<file path="src/rtl/lct_pkg.sv">
`timescale 1ns / 1ps

package lct_pkg;

	localparam int LBA_W      = 32;
	localparam int GEO_W      = 8;
	localparam int CYL_W      = 16;
	localparam int DIV_BITS   = 4;
	localparam int DIV_STAGES = LBA_W / DIV_BITS;

	typedef enum logic [1:0] {
		CMD_LBA_TO_CHS = 2'd0,
		CMD_CHS_TO_LBA = 2'd1,
		CMD_CHS_TO_CHS = 2'd2
	} cmd_t;

	typedef enum logic [1:0] {
		REG_SRC_HEADS   = 2'd0,
		REG_SRC_SECTORS = 2'd1,
		REG_DST_HEADS   = 2'd2,
		REG_DST_SECTORS = 2'd3
	} reg_idx_t;

	// Sideband that travels with a word through the dividers.
	typedef struct packed {
		logic [1:0]       cmd;
		logic [LBA_W-1:0] lba;
		logic [GEO_W-1:0] sector;
	} side_t;

	// Four restoring division steps: remainder in upper bits, quotient bits low.
	function automatic logic [GEO_W+DIV_BITS-1:0] div_step(
		input logic [GEO_W-1:0]    rem_in,
		input logic [DIV_BITS-1:0] nib,
		input logic [GEO_W-1:0]    den
	);
		logic [GEO_W-1:0]    r;
		logic [GEO_W:0]      t;
		logic [DIV_BITS-1:0] q;
		r = rem_in;
		q = '0;
		for (int j = DIV_BITS - 1; j >= 0; j--) begin
			t = {r, nib[j]};
			if (t >= {1'b0, den}) begin
				t    = t - {1'b0, den};
				q[j] = 1'b1;
			end
			r = t[GEO_W-1:0];
		end
		return {r, q};
	endfunction

endpackage

</file>
<file path="src/rtl/lba_chs_address_translator.sv">
`timescale 1ns / 1ps

// LBA / CHS address translator. Each input word carries a command: LBA to CHS
// in the destination geometry, CHS in the source geometry to LBA, or both
// chained. The block is a 19-stage pipeline: two multiply stages form the LBA,
// two 8-stage dividers (four quotient bits per stage) split it by sectors per
// track and then by heads, and one output register holds the result word. A
// new word is taken every cycle while the output side does not stall; each
// word's result is presented from the output register after the word has
// passed both multiply stages and both dividers. Empty stages close up while
// the output is held, so input is still taken until the pipeline fills.
// Geometry registers sit on an APB-style port at byte addresses 0, 4, 8 and 12
// (source heads, source sectors, destination heads, destination sectors) and
// should be written only while no word is in flight. A geometry value of zero
// is treated as one. Cylinders above 65535 are truncated and flagged.
module lba_chs_address_translator (
	input  logic        clk,
	input  logic        arst_n,

	input  logic        psel,
	input  logic        penable,
	input  logic        pwrite,
	input  logic [3:0]  paddr,
	input  logic [31:0] pwdata,
	output logic [31:0] prdata,
	output logic        pready,

	input  logic        in_valid,
	output logic        in_ready,
	input  logic [1:0]  cmd,
	input  logic [31:0] lba_in,
	input  logic [15:0] cylinder_in,
	input  logic [7:0]  head_in,
	input  logic [7:0]  sector_in,

	output logic        out_valid,
	input  logic        out_ready,
	output logic [31:0] lba_out,
	output logic [15:0] cylinder_out,
	output logic [7:0]  head_out,
	output logic [7:0]  sector_out,
	output logic        cylinder_overflow
);
	import lct_pkg::*;

	logic [GEO_W-1:0] src_heads_q, src_sectors_q, dst_heads_q, dst_sectors_q;
	logic [GEO_W-1:0] src_heads, src_spt, dst_heads, dst_spt;
	reg_idx_t         idx;

	// The register index comes from the word address; byte bits are ignored.
	assign idx    = reg_idx_t'(paddr[3:2]);
	assign pready = 1'b1;

	always_ff @(posedge clk or negedge arst_n) begin
		if (!arst_n) begin
			src_heads_q   <= 8'd16;
			src_sectors_q <= 8'd63;
			dst_heads_q   <= 8'd255;
			dst_sectors_q <= 8'd63;
		end else if (psel && penable && pwrite) begin
			unique case (idx)
				REG_SRC_HEADS:   src_heads_q   <= pwdata[GEO_W-1:0];
				REG_SRC_SECTORS: src_sectors_q <= pwdata[GEO_W-1:0];
				REG_DST_HEADS:   dst_heads_q   <= pwdata[GEO_W-1:0];
				REG_DST_SECTORS: dst_sectors_q <= pwdata[GEO_W-1:0];
				default: ;
			endcase
		end
	end

	always_comb begin
		unique case (idx)
			REG_SRC_HEADS:   prdata = {24'd0, src_heads_q};
			REG_SRC_SECTORS: prdata = {24'd0, src_sectors_q};
			REG_DST_HEADS:   prdata = {24'd0, dst_heads_q};
			REG_DST_SECTORS: prdata = {24'd0, dst_sectors_q};
			default:         prdata = '0;
		endcase
	end

	// A zero geometry value behaves as one, which also keeps the dividers safe.
	assign src_heads = (src_heads_q   == '0) ? GEO_W'(1) : src_heads_q;
	assign src_spt   = (src_sectors_q == '0) ? GEO_W'(1) : src_sectors_q;
	assign dst_heads = (dst_heads_q   == '0) ? GEO_W'(1) : dst_heads_q;
	assign dst_spt   = (dst_sectors_q == '0) ? GEO_W'(1) : dst_sectors_q;

	// CHS to LBA front end; command 0 passes its LBA straight through.
	logic             m_valid, m_ready;
	logic [1:0]       m_cmd;
	logic [LBA_W-1:0] m_lba;

	lct_mul u_mul (
		.clk         (clk),
		.arst_n      (arst_n),
		.in_valid    (in_valid),
		.in_ready    (in_ready),
		.cmd         (cmd),
		.lba_in      (lba_in),
		.cylinder_in (cylinder_in),
		.head_in     (head_in),
		.sector_in   (sector_in),
		.heads       (src_heads),
		.spt         (src_spt),
		.out_valid   (m_valid),
		.out_ready   (m_ready),
		.out_cmd     (m_cmd),
		.out_lba     (m_lba)
	);

	// First divider: track = lba / spt, sector = lba mod spt + 1.
	side_t            d1_side_in, d1_side;
	logic             d1_valid, d1_ready;
	logic [LBA_W-1:0] d1_quo;
	logic [GEO_W-1:0] d1_rem;

	assign d1_side_in = '{cmd: m_cmd, lba: m_lba, sector: '0};

	lct_div u_div_spt (
		.clk       (clk),
		.arst_n    (arst_n),
		.in_valid  (m_valid),
		.in_ready  (m_ready),
		.num       (m_lba),
		.den       (dst_spt),
		.side      (d1_side_in),
		.out_valid (d1_valid),
		.out_ready (d1_ready),
		.quo       (d1_quo),
		.rem       (d1_rem),
		.out_side  (d1_side)
	);

	// Second divider: cylinder = track / heads, head = track mod heads.
	side_t            d2_side_in, d2_side;
	logic             d2_valid, d2_ready;
	logic [LBA_W-1:0] d2_quo;
	logic [GEO_W-1:0] d2_rem;

	assign d2_side_in = '{cmd: d1_side.cmd, lba: d1_side.lba, sector: d1_rem + GEO_W'(1)};

	lct_div u_div_heads (
		.clk       (clk),
		.arst_n    (arst_n),
		.in_valid  (d1_valid),
		.in_ready  (d1_ready),
		.num       (d1_quo),
		.den       (dst_heads),
		.side      (d2_side_in),
		.out_valid (d2_valid),
		.out_ready (d2_ready),
		.quo       (d2_quo),
		.rem       (d2_rem),
		.out_side  (d2_side)
	);

	// Output register: shapes the result word by command.
	logic             out_v_q;
	logic [LBA_W-1:0] lba_q;
	logic [CYL_W-1:0] cyl_q;
	logic [GEO_W-1:0] head_q, sec_q;
	logic             ovf_q;

	assign d2_ready = !out_v_q || out_ready;

	always_ff @(posedge clk or negedge arst_n) begin
		if (!arst_n) begin
			out_v_q <= 1'b0;
		end else if (d2_ready) begin
			out_v_q <= d2_valid;
		end
	end

	always_ff @(posedge clk) begin
		if (d2_ready && d2_valid) begin
			case (d2_side.cmd) inside
				CMD_LBA_TO_CHS, CMD_CHS_TO_CHS: begin
					lba_q  <= d2_side.lba;
					cyl_q  <= d2_quo[CYL_W-1:0];
					head_q <= d2_rem;
					sec_q  <= d2_side.sector;
					ovf_q  <= |d2_quo[LBA_W-1:CYL_W];
				end
				CMD_CHS_TO_LBA: begin
					lba_q  <= d2_side.lba;
					cyl_q  <= '0;
					head_q <= '0;
					sec_q  <= '0;
					ovf_q  <= 1'b0;
				end
				default: begin
					lba_q  <= '0;
					cyl_q  <= '0;
					head_q <= '0;
					sec_q  <= '0;
					ovf_q  <= 1'b0;
				end
			endcase
		end
	end

	assign out_valid         = out_v_q;
	assign lba_out           = lba_q;
	assign cylinder_out      = cyl_q;
	assign head_out          = head_q;
	assign sector_out        = sec_q;
	assign cylinder_overflow = ovf_q;

endmodule

</file>
<file path="src/rtl/lct_mul.sv">
`timescale 1ns / 1ps

module lct_mul (
	input  logic                      clk,
	input  logic                      arst_n,
	input  logic                      in_valid,
	output logic                      in_ready,
	input  logic [1:0]                cmd,
	input  logic [lct_pkg::LBA_W-1:0] lba_in,
	input  logic [lct_pkg::CYL_W-1:0] cylinder_in,
	input  logic [lct_pkg::GEO_W-1:0] head_in,
	input  logic [lct_pkg::GEO_W-1:0] sector_in,
	input  logic [lct_pkg::GEO_W-1:0] heads,
	input  logic [lct_pkg::GEO_W-1:0] spt,
	output logic                      out_valid,
	input  logic                      out_ready,
	output logic [1:0]                out_cmd,
	output logic [lct_pkg::LBA_W-1:0] out_lba
);
	import lct_pkg::*;

	localparam int T_W = CYL_W + GEO_W + 1;

	logic             v_s1, v_s2, rdy_s1, rdy_s2;
	logic [1:0]       cmd_s1, cmd_s2;
	logic [LBA_W-1:0] lba_s1, lba_s2;
	logic [T_W-1:0]   trk_s1;
	logic [GEO_W-1:0] sec_s1;
	logic [LBA_W-1:0] calc;

	assign rdy_s2   = !v_s2 || out_ready;
	assign rdy_s1   = !v_s1 || rdy_s2;
	assign in_ready = rdy_s1;

	// Track index c * heads + h, then times sectors per track plus s - 1.
	assign calc = LBA_W'(LBA_W'(trk_s1) * LBA_W'(spt)) + LBA_W'(sec_s1) - LBA_W'(1);

	always_ff @(posedge clk or negedge arst_n) begin
		if (!arst_n) begin
			v_s1 <= 1'b0;
			v_s2 <= 1'b0;
		end else begin
			if (rdy_s1) v_s1 <= in_valid;
			if (rdy_s2) v_s2 <= v_s1;
		end
	end

	always_ff @(posedge clk) begin
		if (rdy_s1 && in_valid) begin
			cmd_s1 <= cmd;
			lba_s1 <= lba_in;
			trk_s1 <= T_W'(T_W'(cylinder_in) * T_W'(heads)) + T_W'(head_in);
			sec_s1 <= sector_in;
		end
		if (rdy_s2 && v_s1) begin
			cmd_s2 <= cmd_s1;
			lba_s2 <= (cmd_s1 == CMD_LBA_TO_CHS) ? lba_s1 : calc;
		end
	end

	assign out_valid = v_s2;
	assign out_cmd   = cmd_s2;
	assign out_lba   = lba_s2;

endmodule

</file>
<file path="src/rtl/lct_div.sv">
`timescale 1ns / 1ps

module lct_div (
	input  logic                      clk,
	input  logic                      arst_n,
	input  logic                      in_valid,
	output logic                      in_ready,
	input  logic [lct_pkg::LBA_W-1:0] num,
	input  logic [lct_pkg::GEO_W-1:0] den,
	input  lct_pkg::side_t            side,
	output logic                      out_valid,
	input  logic                      out_ready,
	output logic [lct_pkg::LBA_W-1:0] quo,
	output logic [lct_pkg::GEO_W-1:0] rem,
	output lct_pkg::side_t            out_side
);
	import lct_pkg::*;

	logic [DIV_STAGES-1:0] v_s;
	logic [DIV_STAGES-1:0] rdy;
	logic [LBA_W-1:0]      num_s  [DIV_STAGES];
	logic [GEO_W-1:0]      rem_s  [DIV_STAGES];
	side_t                 side_s [DIV_STAGES];

	always_comb begin
		rdy[DIV_STAGES-1] = !v_s[DIV_STAGES-1] || out_ready;
		for (int i = DIV_STAGES - 2; i >= 0; i--) begin
			rdy[i] = !v_s[i] || rdy[i+1];
		end
	end

	assign in_ready = rdy[0];

	// Each stage retires four quotient bits; the numerator register fills with
	// quotient bits from the bottom as dividend bits leave at the top.
	for (genvar g = 0; g < DIV_STAGES; g++) begin : g_stage
		logic                      src_v;
		logic [LBA_W-1:0]          src_num;
		logic [GEO_W-1:0]          src_rem;
		side_t                     src_side;
		logic [GEO_W+DIV_BITS-1:0] step;

		if (g == 0) begin : g_first
			assign src_v    = in_valid;
			assign src_num  = num;
			assign src_rem  = '0;
			assign src_side = side;
		end else begin : g_next
			assign src_v    = v_s[g-1];
			assign src_num  = num_s[g-1];
			assign src_rem  = rem_s[g-1];
			assign src_side = side_s[g-1];
		end

		assign step = div_step(src_rem, src_num[LBA_W-1 -: DIV_BITS], den);

		always_ff @(posedge clk or negedge arst_n) begin
			if (!arst_n) begin
				v_s[g] <= 1'b0;
			end else if (rdy[g]) begin
				v_s[g] <= src_v;
			end
		end

		always_ff @(posedge clk) begin
			if (rdy[g] && src_v) begin
				num_s[g]  <= {src_num[LBA_W-DIV_BITS-1:0], step[DIV_BITS-1:0]};
				rem_s[g]  <= step[GEO_W+DIV_BITS-1:DIV_BITS];
				side_s[g] <= src_side;
			end
		end
	end

	assign out_valid = v_s[DIV_STAGES-1];
	assign quo       = num_s[DIV_STAGES-1];
	assign rem       = rem_s[DIV_STAGES-1];
	assign out_side  = side_s[DIV_STAGES-1];

endmodule
</file>
<file path="config.mk">
export PLATFORM = sky130hd
export DESIGN_NAME = lba_chs_address_translator
export DESIGN_NICKNAME = d
export VERILOG_FILES = /design/src/rtl/lct_pkg.sv /design/src/rtl/lba_chs_address_translator.sv /design/src/rtl/lct_mul.sv /design/src/rtl/lct_div.sv
export SDC_FILE = /design/constraint.sdc
export NUM_CORES = 2
export LEC_CHECK = 0
export BUFFER_PORTS_ARGS = -buffer_cell sky130_fd_sc_hd__buf_2
export CAP_MARGIN = 20
export CORE_MARGIN = 10
export CORE_UTILIZATION = 40
export CTS_BUF_LIST = sky130_fd_sc_hd__clkbuf_4
export CTS_CLUSTER_SIZE = 30
export DETAILED_ROUTE_END_ITERATION = 12
export SLEW_MARGIN = 20
export SYNTH_ARGS = -nofsm -noshare
export SYNTH_HDL_FRONTEND = slang
export SYNTH_SLANG_ARGS = --single-unit
</file>
<file path="constraint.sdc">
create_clock -name clk -period 23 [get_ports clk]
set_input_delay 3.45 -clock clk [delete_from_list [all_inputs] [get_ports clk]]
set_output_delay 3.45 -clock clk [all_outputs]
set_load 0.01 [all_outputs]
</file>
==> load_flow_metrics.sql <==
INSERT INTO impl_metrics (metric_group, metric, value, unit) VALUES
('critical_path', 'cp.required', '23.98', 'ns'),
('route', 'postRouteAntennaNets', '0', ''),
('critical_path', 'cp_data_arrival_time', '12.62', 'ns'),
('logic_synthesis', 'syn_area_per_cell', '12.20', 'sq um'),
('logic_synthesis', 'top_flip_flop_cell_by_instance_count_after_synthesis', 'sky130_fd_sc_hd__edfxtp_1', ''),
('die', 'die-area', '216100', 'sq um'),
('route', 'routed-via-count', '51000', ''),
('critical_path', 'worstPathMaxFanout', '21', ''),
('global_routing', 'antenna_found_initial', '15', ''),
('outcome', 'result_of_the_run', 'finished clean', ''),
('critical_path', 'crit_top_cell', 'sky130_fd_sc_hd__o21ai_0', ''),
('global_routing', 'grt_pass1_wl', '283700', 'microns'),
('logic_synthesis', 'number_of_enable_type_register_cells_in_the_synthesized_netlist', '1302', ''),
('timing', 'fmax', '85.88', 'MHz'),
('placement', 'global_placement_routability_congestion', '0.8586', ''),
('final_layout', 'nNetsFinal', '8022', ''),
('logic_synthesis', 'unique_masters_post_synth', '94', ''),
('timing', 'final_max_slew_viol_count', '0', ''),
('timing', 'fin_crit_sh', '50.63', '%'),
('global_routing', 'grt.total_usage', '16.42', '%'),
('die', 'placement_rows', '163', ''),
('die', 'die-width', '464.8', 'microns'),
('clock_network', 'cts_resized', '0', ''),
('route', 'post_drt_via_cell_ratio', '5.176', ''),
('route', 'wl_per_cell', '18.38', 'microns'),
('route', 'first_iter_violations', '2612', ''),
('clock_network', 'htreeDepth', '5', ''),
('final_layout', 'post_route_cells_drive_above_1_share', '14.81', '%'),
('job', 'cap_violations', '0', ''),
('final_layout', 'final_cell_mix', 'sky130_fd_sc_hd__edfxtp_1 (1302), sky130_fd_sc_hd__ha_1 (652), sky130_fd_sc_hd__inv_1 (540), sky130_fd_sc_hd__nand2_1 (529), sky130_fd_sc_hd__clkbuf_4 (527)', ''),
('timing', 'worst_slew_margin_rel', '30.67', '%'),
('critical_path', 'critPathKind', 'reg2reg', ''),
('timing', 'finalCriticalPeriod', '11.64', 'ns'),
('timing', 'timing.final.hold_violations', '0', ''),
('global_routing', 'grt_start_max_net_pins', '71', ''),
('final_layout', 'relative_area_change_from_synthesis_to_final_layout', '10.88', '%'),
('logic_synthesis', 'ys_warn_count', '0', ''),
('placement', 'hpwl', '130300', 'microns'),
('logic_synthesis', 'async_reset_ff_share', '3.769', '%'),
('critical_path', 'crit_path_start_kind', 'flip-flop', ''),
('clock_network', 'tritoncts.num_buffers', '367', ''),
('logic_synthesis', 'synth.area.top_cells', 'sky130_fd_sc_hd__edfxtp_1 (49%), sky130_fd_sc_hd__ha_1 (10%), sky130_fd_sc_hd__fa_1 (7.7%)', ''),
('placement', 'number_of_buffer_cells_added_on_primary_ports', '157', ''),
('final_layout', 'nFillCells', '18240', ''),
('critical_path', 'type_of_element_capturing_the_critical_path', 'flip-flop', ''),
('global_routing', 'grt.overflow.total', '0', ''),
('route', 'wirelength', '181100', 'microns'),
('die', 'initial_core_util', '40.17', '%'),
('logic_synthesis', 'syn_inst', '6485', ''),
('logic_synthesis', 'synth.yosys.seq_area_share', '51.04', '%'),
('die', 'core', '197000', 'sq um'),
('timing', 'totalNegativeSetupSlack', '0', 'ns'),
('timing', 'clock-skew-final', '0.1465', 'ns'),
('route', 'drt_first_pass_iters', '7', ''),
('route', 'route.detailed.drc', '0', ''),
('clock_network', 'clock_sink_count', '1353', ''),
('critical_path', 'slowest_stage', 'sky130_fd_sc_hd__a311oi_2', ''),
('logic_synthesis', 'ys_seq_elements', '1353', ''),
('clock_network', 'cts-root-buf', 'sky130_fd_sc_hd__clkbuf_4', ''),
('clock_network', 'clock_latency', '1.28', 'ns'),
('logic_synthesis', 'post-synth-top-area-cell', 'sky130_fd_sc_hd__edfxtp_1', ''),
('logic_synthesis', 'post_synth_instance_area', '79150', 'sq um'),
('timing', 'final_count_of_negative_setup_slack_endpoints', '0', ''),
('timing', 'grt_setup_unrepaired', 'false', ''),
('clock_network', 'post-cts-setup-buffer-count', '0', ''),
('clock_network', 'cts_hold_buffers', '0', ''),
('final_layout', 'mostFrequentLayoutCell', 'sky130_fd_sc_hd__edfxtp_1', ''),
('logic_synthesis', 'synth_largest_type_area_fraction', '49.40', '%'),
('die', 'height_of_the_die', '464.8', 'microns'),
('global_routing', 'grt_pass1_vias', '51990', ''),
('clock_network', 'tritoncts_clock_tree', 'yes', ''),
('worst_hold_path', 'timing.hold.worst.class', 'reg2reg', ''),
('clock_network', 'clk_pin_slew_worst_paths', '0.08', 'ns'),
('die', 'ioPinCount', '209', ''),
('timing', 'timing_worst_slew_pin_value', '1.038', 'ns'),
('critical_path', 'worst_path_largest_cell_delay', '0.74', 'ns'),
('clock_network', 'clock_path_buffers', '4', '');
==> per-stage QoR <==
stage	setup slack, ns	instances	utilization (%)	hold WS, ns	area (sq um)
floorplan	12.11	6508	-	0.4003	79230
finish	11.36	9853	44.55	0.2929	87760
global route	10.39	9850	44.54	0.2842	87750
detailed placement	11.26	9229	42.31	0.4045	83350
global placement	11.43	9229	42.31	0.4006	83350
CTS	11.33	9843	44.52	0.2697	87720
==> cell usage after synthesis (all sizes together), types with 30 or more instances <==
cell type and number:
o21ai 343, o21bai 37, or3 34, xor2 125, ha 652, nor2b 174, fa 303, o21a 72
buf 55, dfrtp 30, xnor2 228, nand4 71, or2 31, nor3 114, edfxtp 1302, o31ai 33
nand2 530, nand2b 82, nand3 79, nor2 333, a21oi 300, and2 152, a21o 111, mux2 160
mux2i 73, inv 549, clkbuf 97
==> final timing paths <==
check                      cells after the start                           end  slack, ns               startpoint
setup / recovery                              41         u_div_spt.rem_s[1][3]      11.36         dst_sectors_q[7]
hold / removal                                 0      u_div_heads.num_s[1][45]       0.29  u_div_heads.num_s[1][9]
setup reg to reg                              41         u_div_spt.rem_s[1][3]      11.36         dst_sectors_q[7]
hold reg to reg                                0      u_div_heads.num_s[1][45]       0.29  u_div_heads.num_s[1][9]
max in group asynchronous                      2  u_div_heads.g_stage[2].src_v      19.95                   arst_n
min in group asynchronous                      2  u_div_heads.g_stage[5].src_v       2.35                   arst_n
==> critical path, delay by kind of cell, from the launching register on <==
kind | cells | cell delay (ns)
AO/OA/AOI/OAI | 24 | 6.54
AND/OR/NAND/NOR | 9 | 1.98
adder cells (fa/ha/maj) | 4 | 1.27
buffers and inverters | 4 | 1.01
flip-flops | 1 | 0.54
==> cell type report <==
type                            count  area [sq um]  share of cell area, %
Sequential cell                  1353         40400                  46.04
Inverter                          550          2067                  2.355
Tap cell                         2640          3303                  3.764
Timing Repair Buffer              233          1369                  1.560
Multi-Input combinational cell   4453         36230                  41.29
Antenna cell                       10         25.02                0.02851
Clock inverter                     87         406.6                 0.4634
Clock buffer                      527          3956                  4.508
==> per-layer routing <==
layer / GRT usage (%) / vias to the layer above / wire length (microns)
met3: 3.197 / 336 / 8855
met2: 28.06 / 1207 / 88850
met1: 20.58 / 24810 / 77810
met5: 0 / - / 48
met4: 6.046 / 8 / 5563
li1: - / 24640 / -
==> registers in the layout, summed over array words and instances, names as in the netlist, 32 cells and up <==
name,cells
u_div_heads.num_s,256
u_div_heads.side_s,336
u_div_spt.side_s,167
u_mul.lba_s1,32
u_div_heads.rem_s,64
u_div_spt.rem_s,64
u_mul.out_lba,32
lba_out,32
u_div_spt.num_s,249
==> cell families after synthesis <==
family / share of synthesized area (%)
flip-flops: 51.04
multiplexers: 3.432
buffers and inverters: 3.478
other: 0.009489
XOR/XNOR: 3.906
AO/OA/AOI/OAI: 9.792
adder cells (fa/ha/maj): 17.97
AND/OR/NAND/NOR: 10.37
Power is not shown: default switching activity piles up to over one toggle a cycle in this logic, so the estimate is an artifact.
